File: config.mk
export PLATFORM = sky130hd
export DESIGN_NAME = json_string_unescape_utf8
export DESIGN_NICKNAME = d
export VERILOG_FILES = /design/src/hw/rtl/jsu_pkg.sv /design/src/hw/rtl/jsu_decode.sv /design/src/hw/rtl/jsu_outbuf.sv /design/src/hw/rtl/json_string_unescape_utf8.sv
export SDC_FILE = /design/constraint.sdc
export NUM_CORES = 1
export LEC_CHECK = 0
export BUFFER_PORTS_ARGS = -buffer_cell sky130_fd_sc_hd__buf_2
export CAP_MARGIN = 20
export CORE_MARGIN = 2
export CORE_UTILIZATION = 40
export CTS_BUF_LIST = sky130_fd_sc_hd__clkbuf_16
export DETAILED_ROUTE_END_ITERATION = 6
export HOLD_SLACK_MARGIN = 0.12
export SLEW_MARGIN = 25
export SYNTH_ARGS = -nofsm -noshare
export SYNTH_HDL_FRONTEND = slang
export SYNTH_HIERARCHICAL = 1
export SYNTH_SLANG_ARGS = --single-unit
export TNS_END_PERCENT = 1
File: constraint.sdc
create_clock -name clk_i -period 9.5 [get_ports clk_i]
set_clock_uncertainty 0.2 [all_clocks]
set_input_delay 1.9 -clock clk_i [delete_from_list [all_inputs] [get_ports clk_i]]
set_output_delay 1.9 -clock clk_i [all_outputs]
set_load 0.01 [all_outputs]
File: src/hw/rtl/jsu_pkg.sv
// Shared types for the JSON string unescaper: result kinds, one result
// and the group of results that one text byte causes. No dependencies.
`timescale 1ns / 1ps
`default_nettype none

package jsu_pkg;

  localparam int unsigned MaxRes = 4;
  localparam int unsigned CntW   = 3;

  typedef enum logic [1:0] {
    KIND_BYTE   = 2'd0,
    KIND_DONE   = 2'd1,
    KIND_NOTSTR = 2'd2,
    KIND_TRUNC  = 2'd3
  } kind_e;

  typedef struct packed {
    logic [7:0] data;
    kind_e      kind;
    logic       last;
  } res_t;

  typedef struct packed {
    res_t [MaxRes-1:0] res;
    logic [CntW-1:0]   cnt;
  } batch_t;

endpackage

`default_nettype wire

File: src/hw/rtl/jsu_decode.sv
// Parser state and single-pass decode of one text byte into up to four
// results (escape handling, hex collection, UTF-8 encoding). Uses jsu_pkg.
`timescale 1ns / 1ps
`default_nettype none

module jsu_decode (
  input  wire logic            clk_i,
  input  wire logic            rst_ni,
  input  wire logic            adv_i,
  input  wire logic [7:0]      byte_i,
  input  wire logic            eot_i,
  output jsu_pkg::batch_t      batch_o
);
  import jsu_pkg::*;

  typedef enum logic [2:0] {
    PH_WAIT = 3'd0,
    PH_STR  = 3'd1,
    PH_ESC  = 3'd2,
    PH_HEX0 = 3'd3,
    PH_HEX1 = 3'd4,
    PH_HEX2 = 3'd5,
    PH_HEX3 = 3'd6,
    PH_DONE = 3'd7
  } phase_e;

  localparam logic [7:0] ChQuote = 8'h22;
  localparam logic [7:0] ChBslash = 8'h5C;
  localparam logic [7:0] ChSpace = 8'h20;
  localparam logic [7:0] ChTab = 8'h09;
  localparam logic [7:0] ChCr = 8'h0D;
  localparam logic [7:0] ChLf = 8'h0A;
  localparam logic [7:0] ChBs = 8'h08;
  localparam logic [7:0] ChFf = 8'h0C;
  localparam logic [7:0] ChU = 8'h75;
  localparam logic [7:0] ChN = 8'h6E;
  localparam logic [7:0] ChR = 8'h72;
  localparam logic [7:0] ChT = 8'h74;
  localparam logic [7:0] ChB = 8'h62;
  localparam logic [7:0] ChF = 8'h66;
  localparam logic [7:0] Lead2 = 8'hC0;
  localparam logic [7:0] Lead3 = 8'hE0;
  localparam logic [7:0] Cont = 8'h80;
  localparam logic [15:0] Lim1 = 16'h0080;
  localparam logic [15:0] Lim2 = 16'h0800;

  phase_e      phase_q, phase_d;
  logic [15:0] code_q, code_d;
  logic        hex_end_q, hex_end_d;

  logic [15:0]     code_n;
  logic [3:0]      dval;
  logic            dok;
  logic [7:0]      u8 [3];
  logic [1:0]      u8_n;
  logic [7:0]      body [3];
  logic [1:0]      nbody;
  logic            term;
  kind_e           term_kind;
  logic [CntW-1:0] cnt;

  // hex digit value
  always_comb begin
    dok  = 1'b1;
    dval = 4'd0;
    if (byte_i >= "0" && byte_i <= "9") begin
      dval = 4'(byte_i - 8'h30);
    end else if (byte_i >= "a" && byte_i <= "f") begin
      dval = 4'(byte_i - 8'h57);
    end else if (byte_i >= "A" && byte_i <= "F") begin
      dval = 4'(byte_i - 8'h37);
    end else begin
      dok = 1'b0;
    end
  end

  assign code_n = (!hex_end_q && dok) ? {code_q[11:0], dval} : code_q;

  // utf-8 encoding of the collected code
  always_comb begin
    u8[0] = 8'h00;
    u8[1] = 8'h00;
    u8[2] = 8'h00;
    if (code_n < Lim1) begin
      u8_n  = 2'd1;
      u8[0] = code_n[7:0];
    end else if (code_n < Lim2) begin
      u8_n  = 2'd2;
      u8[0] = Lead2 | {3'b000, code_n[10:6]};
      u8[1] = Cont | {2'b00, code_n[5:0]};
    end else begin
      u8_n  = 2'd3;
      u8[0] = Lead3 | {4'b0000, code_n[15:12]};
      u8[1] = Cont | {2'b00, code_n[11:6]};
      u8[2] = Cont | {2'b00, code_n[5:0]};
    end
  end

  always_comb begin
    phase_d   = phase_q;
    code_d    = code_q;
    hex_end_d = hex_end_q;
    body[0]   = 8'h00;
    body[1]   = 8'h00;
    body[2]   = 8'h00;
    nbody     = 2'd0;
    term      = 1'b0;
    term_kind = KIND_DONE;
    unique case (phase_q) inside
      PH_WAIT: begin
        if (byte_i == ChSpace || (byte_i >= ChTab && byte_i <= ChCr)) begin
          if (eot_i) begin
            term      = 1'b1;
            term_kind = KIND_NOTSTR;
          end
        end else if (byte_i == ChQuote) begin
          if (eot_i) begin
            term      = 1'b1;
            term_kind = KIND_TRUNC;
          end else begin
            phase_d = PH_STR;
          end
        end else begin
          term      = 1'b1;
          term_kind = KIND_NOTSTR;
          phase_d   = eot_i ? PH_WAIT : PH_DONE;
        end
      end
      PH_STR: begin
        if (byte_i == ChQuote) begin
          term      = 1'b1;
          term_kind = KIND_DONE;
          phase_d   = eot_i ? PH_WAIT : PH_DONE;
        end else if (byte_i == ChBslash && !eot_i) begin
          phase_d = PH_ESC;
        end else begin
          body[0] = byte_i;
          nbody   = 2'd1;
          if (eot_i) begin
            term      = 1'b1;
            term_kind = KIND_TRUNC;
            phase_d   = PH_WAIT;
          end
        end
      end
      PH_ESC: begin
        if (byte_i == ChU) begin
          code_d    = 16'h0000;
          hex_end_d = 1'b0;
          if (eot_i) begin
            term      = 1'b1;
            term_kind = KIND_TRUNC;
            phase_d   = PH_WAIT;
          end else begin
            phase_d = PH_HEX0;
          end
        end else begin
          nbody = 2'd1;
          case (byte_i)
            ChN:     body[0] = ChLf;
            ChR:     body[0] = ChCr;
            ChT:     body[0] = ChTab;
            ChB:     body[0] = ChBs;
            ChF:     body[0] = ChFf;
            default: body[0] = byte_i;
          endcase
          phase_d = PH_STR;
          if (eot_i) begin
            term      = 1'b1;
            term_kind = KIND_TRUNC;
            phase_d   = PH_WAIT;
          end
        end
      end
      PH_HEX0, PH_HEX1, PH_HEX2, PH_HEX3: begin
        code_d    = code_n;
        hex_end_d = hex_end_q | !dok;
        if (phase_q == PH_HEX3) begin
          body    = u8;
          nbody   = u8_n;
          phase_d = PH_STR;
          if (eot_i) begin
            term      = 1'b1;
            term_kind = KIND_TRUNC;
            phase_d   = PH_WAIT;
          end
        end else if (eot_i) begin
          term      = 1'b1;
          term_kind = KIND_TRUNC;
          phase_d   = PH_WAIT;
        end else if (phase_q == PH_HEX0) begin
          phase_d = PH_HEX1;
        end else if (phase_q == PH_HEX1) begin
          phase_d = PH_HEX2;
        end else begin
          phase_d = PH_HEX3;
        end
      end
      PH_DONE: begin
        if (eot_i) begin
          phase_d = PH_WAIT;
        end
      end
      default: begin
        phase_d = PH_WAIT;
      end
    endcase
  end

  // pack body bytes then the optional terminal result
  assign cnt = {1'b0, nbody} + {2'b00, term};

  always_comb begin
    batch_o.cnt = cnt;
    for (int i = 0; i < MaxRes; i++) begin
      if (CntW'(i) < {1'b0, nbody}) begin
        batch_o.res[i].data = body[i % 3];
        batch_o.res[i].kind = KIND_BYTE;
      end else begin
        batch_o.res[i].data = 8'h00;
        batch_o.res[i].kind = term_kind;
      end
      batch_o.res[i].last = (CntW'(i + 1) == cnt);
    end
  end

  always_ff @(posedge clk_i or negedge rst_ni) begin
    if (!rst_ni) begin
      phase_q   <= PH_WAIT;
      code_q    <= 16'h0000;
      hex_end_q <= 1'b0;
    end else if (adv_i) begin
      phase_q   <= phase_d;
      code_q    <= code_d;
      hex_end_q <= hex_end_d;
    end
  end

  a_cnt_max: assert property (@(posedge clk_i) disable iff (!rst_ni)
    cnt <= CntW'(MaxRes))
    else $error("more results than the queue holds");

endmodule

`default_nettype wire

File: src/hw/rtl/jsu_outbuf.sv
// Result queue: holds the results of one byte and drains them one per
// cycle on the output stream while the receiver is ready. Uses jsu_pkg.
`timescale 1ns / 1ps
`default_nettype none

module jsu_outbuf (
  input  wire logic   clk_i,
  input  wire logic   rst_ni,
  input  wire logic   load_i,
  input  wire jsu_pkg::batch_t batch_i,
  output logic        can_load_o,
  output logic        valid_o,
  input  wire logic   ready_i,
  output jsu_pkg::res_t head_o
);
  import jsu_pkg::*;

  res_t [MaxRes-1:0] ent_q;
  logic [CntW-1:0]   cnt_q, cnt_d;
  logic              pop;

  assign valid_o    = (cnt_q != '0);
  assign pop        = valid_o && ready_i;
  assign can_load_o = (cnt_q == '0) || (cnt_q == CntW'(1) && pop);
  assign head_o     = ent_q[0];

  always_comb begin
    cnt_d = cnt_q;
    if (load_i) begin
      cnt_d = batch_i.cnt;
    end else if (pop) begin
      cnt_d = cnt_q - CntW'(1);
    end
  end

  always_ff @(posedge clk_i or negedge rst_ni) begin
    if (!rst_ni) begin
      cnt_q <= '0;
    end else begin
      cnt_q <= cnt_d;
    end
  end

  always_ff @(posedge clk_i) begin
    if (load_i) begin
      ent_q <= batch_i.res;
    end else if (pop) begin
      for (int i = 0; i < MaxRes - 1; i++) begin
        ent_q[i] <= ent_q[i + 1];
      end
    end
  end

  a_no_overwrite: assert property (@(posedge clk_i) disable iff (!rst_ni)
    load_i |-> can_load_o)
    else $error("results loaded over undelivered results");

  a_last_closes: assert property (@(posedge clk_i) disable iff (!rst_ni)
    (pop && head_o.last) |=> (cnt_q == '0 || $past(load_i)))
    else $error("results left after the last one of a byte");

endmodule

`default_nettype wire

File: src/hw/rtl/json_string_unescape_utf8.sv
// JSON string unescaper, top level: input register, decode stage and
// result queue. Depends on jsu_pkg, jsu_decode and jsu_outbuf.
`timescale 1ns / 1ps
`default_nettype none

// Takes JSON text one byte per request starting at a value position, skips
// leading whitespace, requires an opening quote and streams out the decoded
// string bytes, with \u escapes turned into one to three UTF-8 bytes, then a
// status result (string complete, not a string, or truncated). Bytes with at
// most one result go through back to back while the output is ready; a byte
// with more (up to four: three UTF-8 bytes and a truncation) holds up the next
// byte until its last result is taken, since the single output port drains
// the result queue one result per cycle while the receiver is ready. A byte
// passes the input register, then the result queue. After a status the block
// drops bytes up to the one marked tlast, then waits for the next text.
module json_string_unescape_utf8 (
  input  wire logic       clk_i,
  input  wire logic       rst_ni,
  input  wire logic       s_axis_tvalid,
  output logic            s_axis_tready,
  input  wire logic [7:0] s_axis_tdata,  // [7:0] text_byte
  input  wire logic       s_axis_tlast,  // end_of_text
  output logic            m_axis_tvalid,
  input  wire logic       m_axis_tready,
  output logic [7:0]      m_axis_tdata,  // [7:0] decoded_byte
  output logic [1:0]      m_axis_tuser,  // [1:0] kind
  output logic            m_axis_tlast   // run_last
);
  import jsu_pkg::*;

  logic       in_vld_q, in_vld_d;
  logic [7:0] in_byte_q;
  logic       in_eot_q;
  logic       accept;
  logic       proc;
  logic       can_load;
  batch_t     batch;
  res_t       head;

  assign proc          = in_vld_q && can_load;
  assign s_axis_tready = !in_vld_q || proc;
  assign accept        = s_axis_tvalid && s_axis_tready;
  assign in_vld_d      = accept || (in_vld_q && !proc);

  always_ff @(posedge clk_i or negedge rst_ni) begin
    if (!rst_ni) begin
      in_vld_q <= 1'b0;
    end else begin
      in_vld_q <= in_vld_d;
    end
  end

  always_ff @(posedge clk_i) begin
    if (accept) begin
      in_byte_q <= s_axis_tdata;
      in_eot_q  <= s_axis_tlast;
    end
  end

  jsu_decode u_decode (
    .clk_i   (clk_i),
    .rst_ni  (rst_ni),
    .adv_i   (proc),
    .byte_i  (in_byte_q),
    .eot_i   (in_eot_q),
    .batch_o (batch)
  );

  jsu_outbuf u_outbuf (
    .clk_i      (clk_i),
    .rst_ni     (rst_ni),
    .load_i     (proc),
    .batch_i    (batch),
    .can_load_o (can_load),
    .valid_o    (m_axis_tvalid),
    .ready_i    (m_axis_tready),
    .head_o     (head)
  );

  assign m_axis_tdata = head.data;
  assign m_axis_tuser = head.kind;
  assign m_axis_tlast = head.last;

  a_ready_empty: assert property (@(posedge clk_i) disable iff (!rst_ni)
    !in_vld_q |-> s_axis_tready)
    else $error("input stalled with an empty input register");

  a_item_kept: assert property (@(posedge clk_i) disable iff (!rst_ni)
    (in_vld_q && !proc) |=> (in_vld_q && $stable(in_byte_q) && $stable(in_eot_q)))
    else $error("pending request lost or changed");

endmodule

`default_nettype wire

After elaboration in Yosys (flattened, before gate mapping) --
Index checks and enable logic that the tools add are counted. W data, S select, Z words.
Word-level totals: register bits after elaboration 69, input bits 13, output and inout port bits 13
Cells by class: add/subtract/negate cells 5, $lt $le $gt $ge 13, eq/ne operators 24, mux-type cells 64, bitwise operators 1, reduce and logical (&&, ||, !) cells 29
Operators by type and width (count):
- $mux W33 | 2
- $mux W16 | 4
- $eq A8 B7 Y1 const B | 7
- $mux W8 | 5
- $pmux W8 S5 | 1
- $mux W3 | 12
- $pmux W16 S2 | 1
- $mux W10 | 3
- $mux W24 | 1
- $pmux W8 S3 | 1
- $mux W2 | 11
- $eq A8 B6 Y1 const B | 2
- $ge A8 B7 Y1 const B | 2
- $le A8 B7 Y1 const B | 2
- $lt A16 B12 Y1 const B | 1
- $lt A16 B8 Y1 const B | 1
- $pmux W3 S5 | 1
- $mux W1 | 14
- $mux W14 | 1
- $eq A3 B3 Y1 const B | 4
- $mux W4 | 3
- $pmux W2 S3 | 2
- $logic_and A1 B1 Y1 | 11
- $ge A8 B4 Y1 const B | 1
- 27 further kinds | 43

Longest topological paths before layout --
word-level depth 15, gate-level depth with buffers 13, mapped depth without buffers 12

Cells and area by module --
The synthesis kept the hierarchy.
Modules (own cells, without submodules):
- jsu_decode | instances 1, cells an instance 296, area an instance 2239.6 um^2, sequential area each 500.5 um^2
- jsu_outbuf | instances 1, cells an instance 120, area an instance 2207.1 um^2, sequential area each 1396.3 um^2
- json_string_unescape_utf8 | instances 1, cells an instance 14, area an instance 330.3 um^2, sequential area each 295.3 um^2

Worst setup path after synthesis --
No wires, ideal clock.
path kind input to output, from in m_axis_tready, to out s_axis_tready, data arrival time 2218 ps, data required time 7400 ps, setup slack 5182 ps, stages on the path 3, buffers on the path 0, cells stage by stage a21oi_1 nor2_1 nand2b_4
Between the ends: longest elaborated chain between the ends 5
Ends and longest elaborated chain:
- start, declared | RTL line json_string_unescape_utf8.sv:24 | input wire logic m_axis_tready,
- $logic_and A1 B1 Y1 | RTL line jsu_outbuf.sv:23 | assign pop = valid_o && ready_i;
- $logic_and A1 B1 Y1 | RTL line jsu_outbuf.sv:24 | assign can_load_o = (cnt_q == '0) || (cnt_q == CntW'(1) && pop);
- $logic_or A1 B1 Y1 | RTL line jsu_outbuf.sv:24
- named net can_load | RTL line json_string_unescape_utf8.sv:36 | logic can_load;
- $logic_and A1 B1 Y1 | RTL line json_string_unescape_utf8.sv:40 | assign proc = in_vld_q && can_load;
- $logic_or A1 B1 Y1 | RTL line json_string_unescape_utf8.sv:41 | assign s_axis_tready = !in_vld_q || proc;
- end, declared | RTL line json_string_unescape_utf8.sv:20 | output logic s_axis_tready,
The timed path passes the listed nets, and every way through them passes these cells.

Worst setup path in the final report --
Same ends and word-level chain as after synthesis.

==> impl_results.md <==
* Outcome: completed
* Critical path peak fanout at 7
* Critical path capture point type: output pin
* Clock Sinks at 77
* Die X at 113 um
* Clk pin slew, worst setup/hold paths at 60 ps
* R2r startpoint: in_byte_q[0]$_DFFE_PP_
* Pin count of the biggest net entering global routing at 54
* Setup slack, reg-to-reg at 5350 ps
* TNS Setup at 0 ps
* Buf+Inv Stages, Crit Path at 2
* DR vias at 3300
* # setup viols final at 0
* Initial Utilization at 0.415
* Std cell rows at 39
* Max Root-Sink Buffers at 2
* Number of I/O pins at 26
* Flop pwr share at 0.367
* Vias in the first global route at 3157
* ANT cells at 0
* Main synth FF type: edfxtp_1
* Synth async-reset ratio at 0.312
* Hold Path End: u_decode/code_q[12]$_DFFE_PN0P_
* Core area at 11500 um^2
* Synth top area cells: edfxtp_1 (33%), dfrtp_1 (13%), mux2_4 (10%), buf_4 (3.3%), o21ai_0 (3.0%)
* Max incr delay on CP at 150 ps
* Tightest Pin Transition at 937 ps
* RSZ-0062 raised after global routing: no
* Critical path type: input pin to output pin
* Number of synthesized flops with an enable pin at 53
* Final hold vios at 0
* Dominant cell type by area after synthesis: edfxtp_1
* RD Place Congestion at 0.889
* Max VDD drop at 268 uV
* CTS tree: built
* Synth warn at 6
* Max Cap Viol at 0
* Crit path time final at 4630 ps
* Most common cell in the synthesized netlist: edfxtp_1
* Area growth, synth to finish at 7.23%
* Worst Path Required at 7400 ps
* Min-delay src: u_decode/code_q[12]$_DFFE_PN0P_
* H-tree levels at 3
* Port bufs at 25
* Leakage dissipation at 2.06 nW
* Seq/Total Area, Yosys at 0.459
* Starting DRC count in detailed routing at 296
* Sw frac at 0.375
* Crit path max-delay cell type: nand2b_4
* Hpwl dp at 7020 um
* Post-synthesis cell count at 430
* Post-route core utilization at 0.445
* Critical path startpoint category: input pin
* CP top delay family: simple AND/OR/NAND/NOR gates
* Drt wl/cell at 17.6 um
* First-pass GRT wire length at 16600 um
* Critical path, cell by cell: buf_2 > a21oi_1 > nor2_1 > nand2b_4 > buf_2
* Max-slew violations at 0
* Max Clk Rate at 216 MHz
* Final worst path period share at 0.487
* CTS Hold Bufs at 0
* Die height at 113 um
* CTS Buf Count at 9
* Hold crit path type: flop to flop
* Combinational group share of total power at 0.442
* Power per Cell Area at 358 nW/um^2
* Post-synth cell types at 71
* Relative slew slack at 0.369
* Top-area cell type share of the netlist area at 0.333
* Gr usage total at 0.167
* Fin nets at 457
* Clk_lat worst skew at 350 ps
* DRT Wirelength at 10300 um
* Full die area at 12800 um^2
* Reg2reg end: u_outbuf/ent_q[22]$_DFFE_PP_
* Worst Path Arrival at 2530 ps
* Mapped Avg Cell Area at 11.1 um^2
* Share of layout cells above drive strength 1 at 0.207
* Hold path depth at 1
* Psw at 688 uW
* Top post-synthesis cells by count: edfxtp_1 (53), nor2_1 (35), mux2_4 (32), nand2_1 (31), o21ai_0 (29)
* CP most frequent cell: buf_2
* Synth Register Bits at 77
* Clock root buffer: clkbuf_16
* Clk pwr share at 0.191
* R2R cell count at 12
* Initial antenna violation count at 0
* Total power at 1.84 mW
* Remaining DRCs at 0
* Initial DRT Pass Iterations at 5
* Post-CTS Setup Bufs at 0
* Overflow after GRT at 0
* Cells resized by post-CTS repair at 0
* Final worst setup slack at 4870 ps
* Syn Std Cell Area at 4780 um^2
* Via/cell ratio at 5.67
* P_int at 1.15 mW
* Final ANT Viol Nets at 0
* Post-Place Setup Slack at 4860 ps
[how the worst max path moves through the flow]
stage	from	end	cells after the start
final	m_axis_tready	s_axis_tready	5
after global routing	m_axis_tready	s_axis_tready	5
after CTS	m_axis_tready	s_axis_tready	5
after detailed placement	m_axis_tready	s_axis_tready	5
after global placement	m_axis_tready	s_axis_tready	5
after floorplan	m_axis_tready	s_axis_tready	3
[worst reg2reg max path: stages (launching register included)]
cell and delay [ps]:
edfxtp_1 490, inv_1 200, ha_1 250, or3b_1 410
nand4b_2 180, and2_1 430, mux2i_2 530, o21ai_0 190
nand2b_1 150, ha_1 160, ha_1 270, and3b_1 200
mux2_4 240
[cells in the final DEF (no fill, tap or decap), types with 3 or more instances in the layout]
master	count
ha_1	10
nor2_1	35
nand2_1	31
a21o_1	5
buf_2	25
edfxtp_1	53
conb_1	10
a211o_1	4
o21ai_0	29
nand2b_1	5
a31oi_1	3
nor4_1	4
a21oi_1	15
nor3_1	14
clkbuf_16	9
nor2b_1	3
nor3b_1	4
inv_1	11
or3_1	4
a22o_1	9
dfrtp_1	24
mux2i_1	12
mux2_2	3
nand3_1	12
mux2_4	32
o21a_1	7
[through the flow]
stage | hold slack (ps) | area [um^2] | cells
finish | 328 | 5120 | 582
global route | 357 | 5120 | 582
CTS | 330 | 5120 | 582
detailed placement | 309 | 4820 | 566
global placement | 307 | 4820 | 566
floorplan | 270 | 4810 | 439
[per-layer routing]
metal / global-route usage / vias up / routed length [um]
met5: 0 / - / 0
met1: 0.227 / 1629 / 4960
met4: 0.0593 / 0 / 161
li1: - / 1580 / -
met3: 0.0434 / 13 / 477
met2: 0.257 / 78 / 4670
[power by group through the flow]
stage                     Clock, mW  Combinational (mW)  Sequential (mW)
final                         0.351               0.812            0.673
after global routing          0.373               0.892            0.691
after CTS                     0.359               0.818            0.672
after detailed placement          0               0.814            0.679
after global placement            0               0.797            0.674
after floorplan                   0               0.752            0.623
[sequential cells by signal (all words and copies together), names as in the netlist]
name and flops:
u_outbuf/head_o 11, u_decode/phase_q 3, u_decode/code_q 16, in_eot_q 1, in_byte_q 8, u_decode/hex_end_q 1
u_outbuf/ent_q 33, u_outbuf/cnt_q 3, in_vld_q 1
[cells by family (layout without fill, tap and decap cells)]
logic type                 after synthesis  after routing  share of synthesized area
AOI/OAI and AO/OA                      102            102                      0.152
xor gates and xnor gates                 2              2                    0.00367
adders and majority gates               10             10                     0.0262
buffers and inverters                   56             56                     0.0746
DFF                                     77             77                      0.459
muxes                                   49             49                      0.138
other                                    1             10                   0.000785
and+or+nand+nor                        133            133                      0.146
[area by class of cell]
| type | count | area [um^2] |
|---|---|---|
| clock buffer | 9 | 225 |
| clock inverter | 7 | 73.8 |
| fill | 1088 | 6390 |
| inverter | 13 | 48.8 |
| multi-input combinational | 306 | 2260 |
| sequential | 77 | 2190 |
| tap | 143 | 179 |
| timing repair buffer | 27 | 140 |
Note: power is estimated with default switching activity, not from simulation.
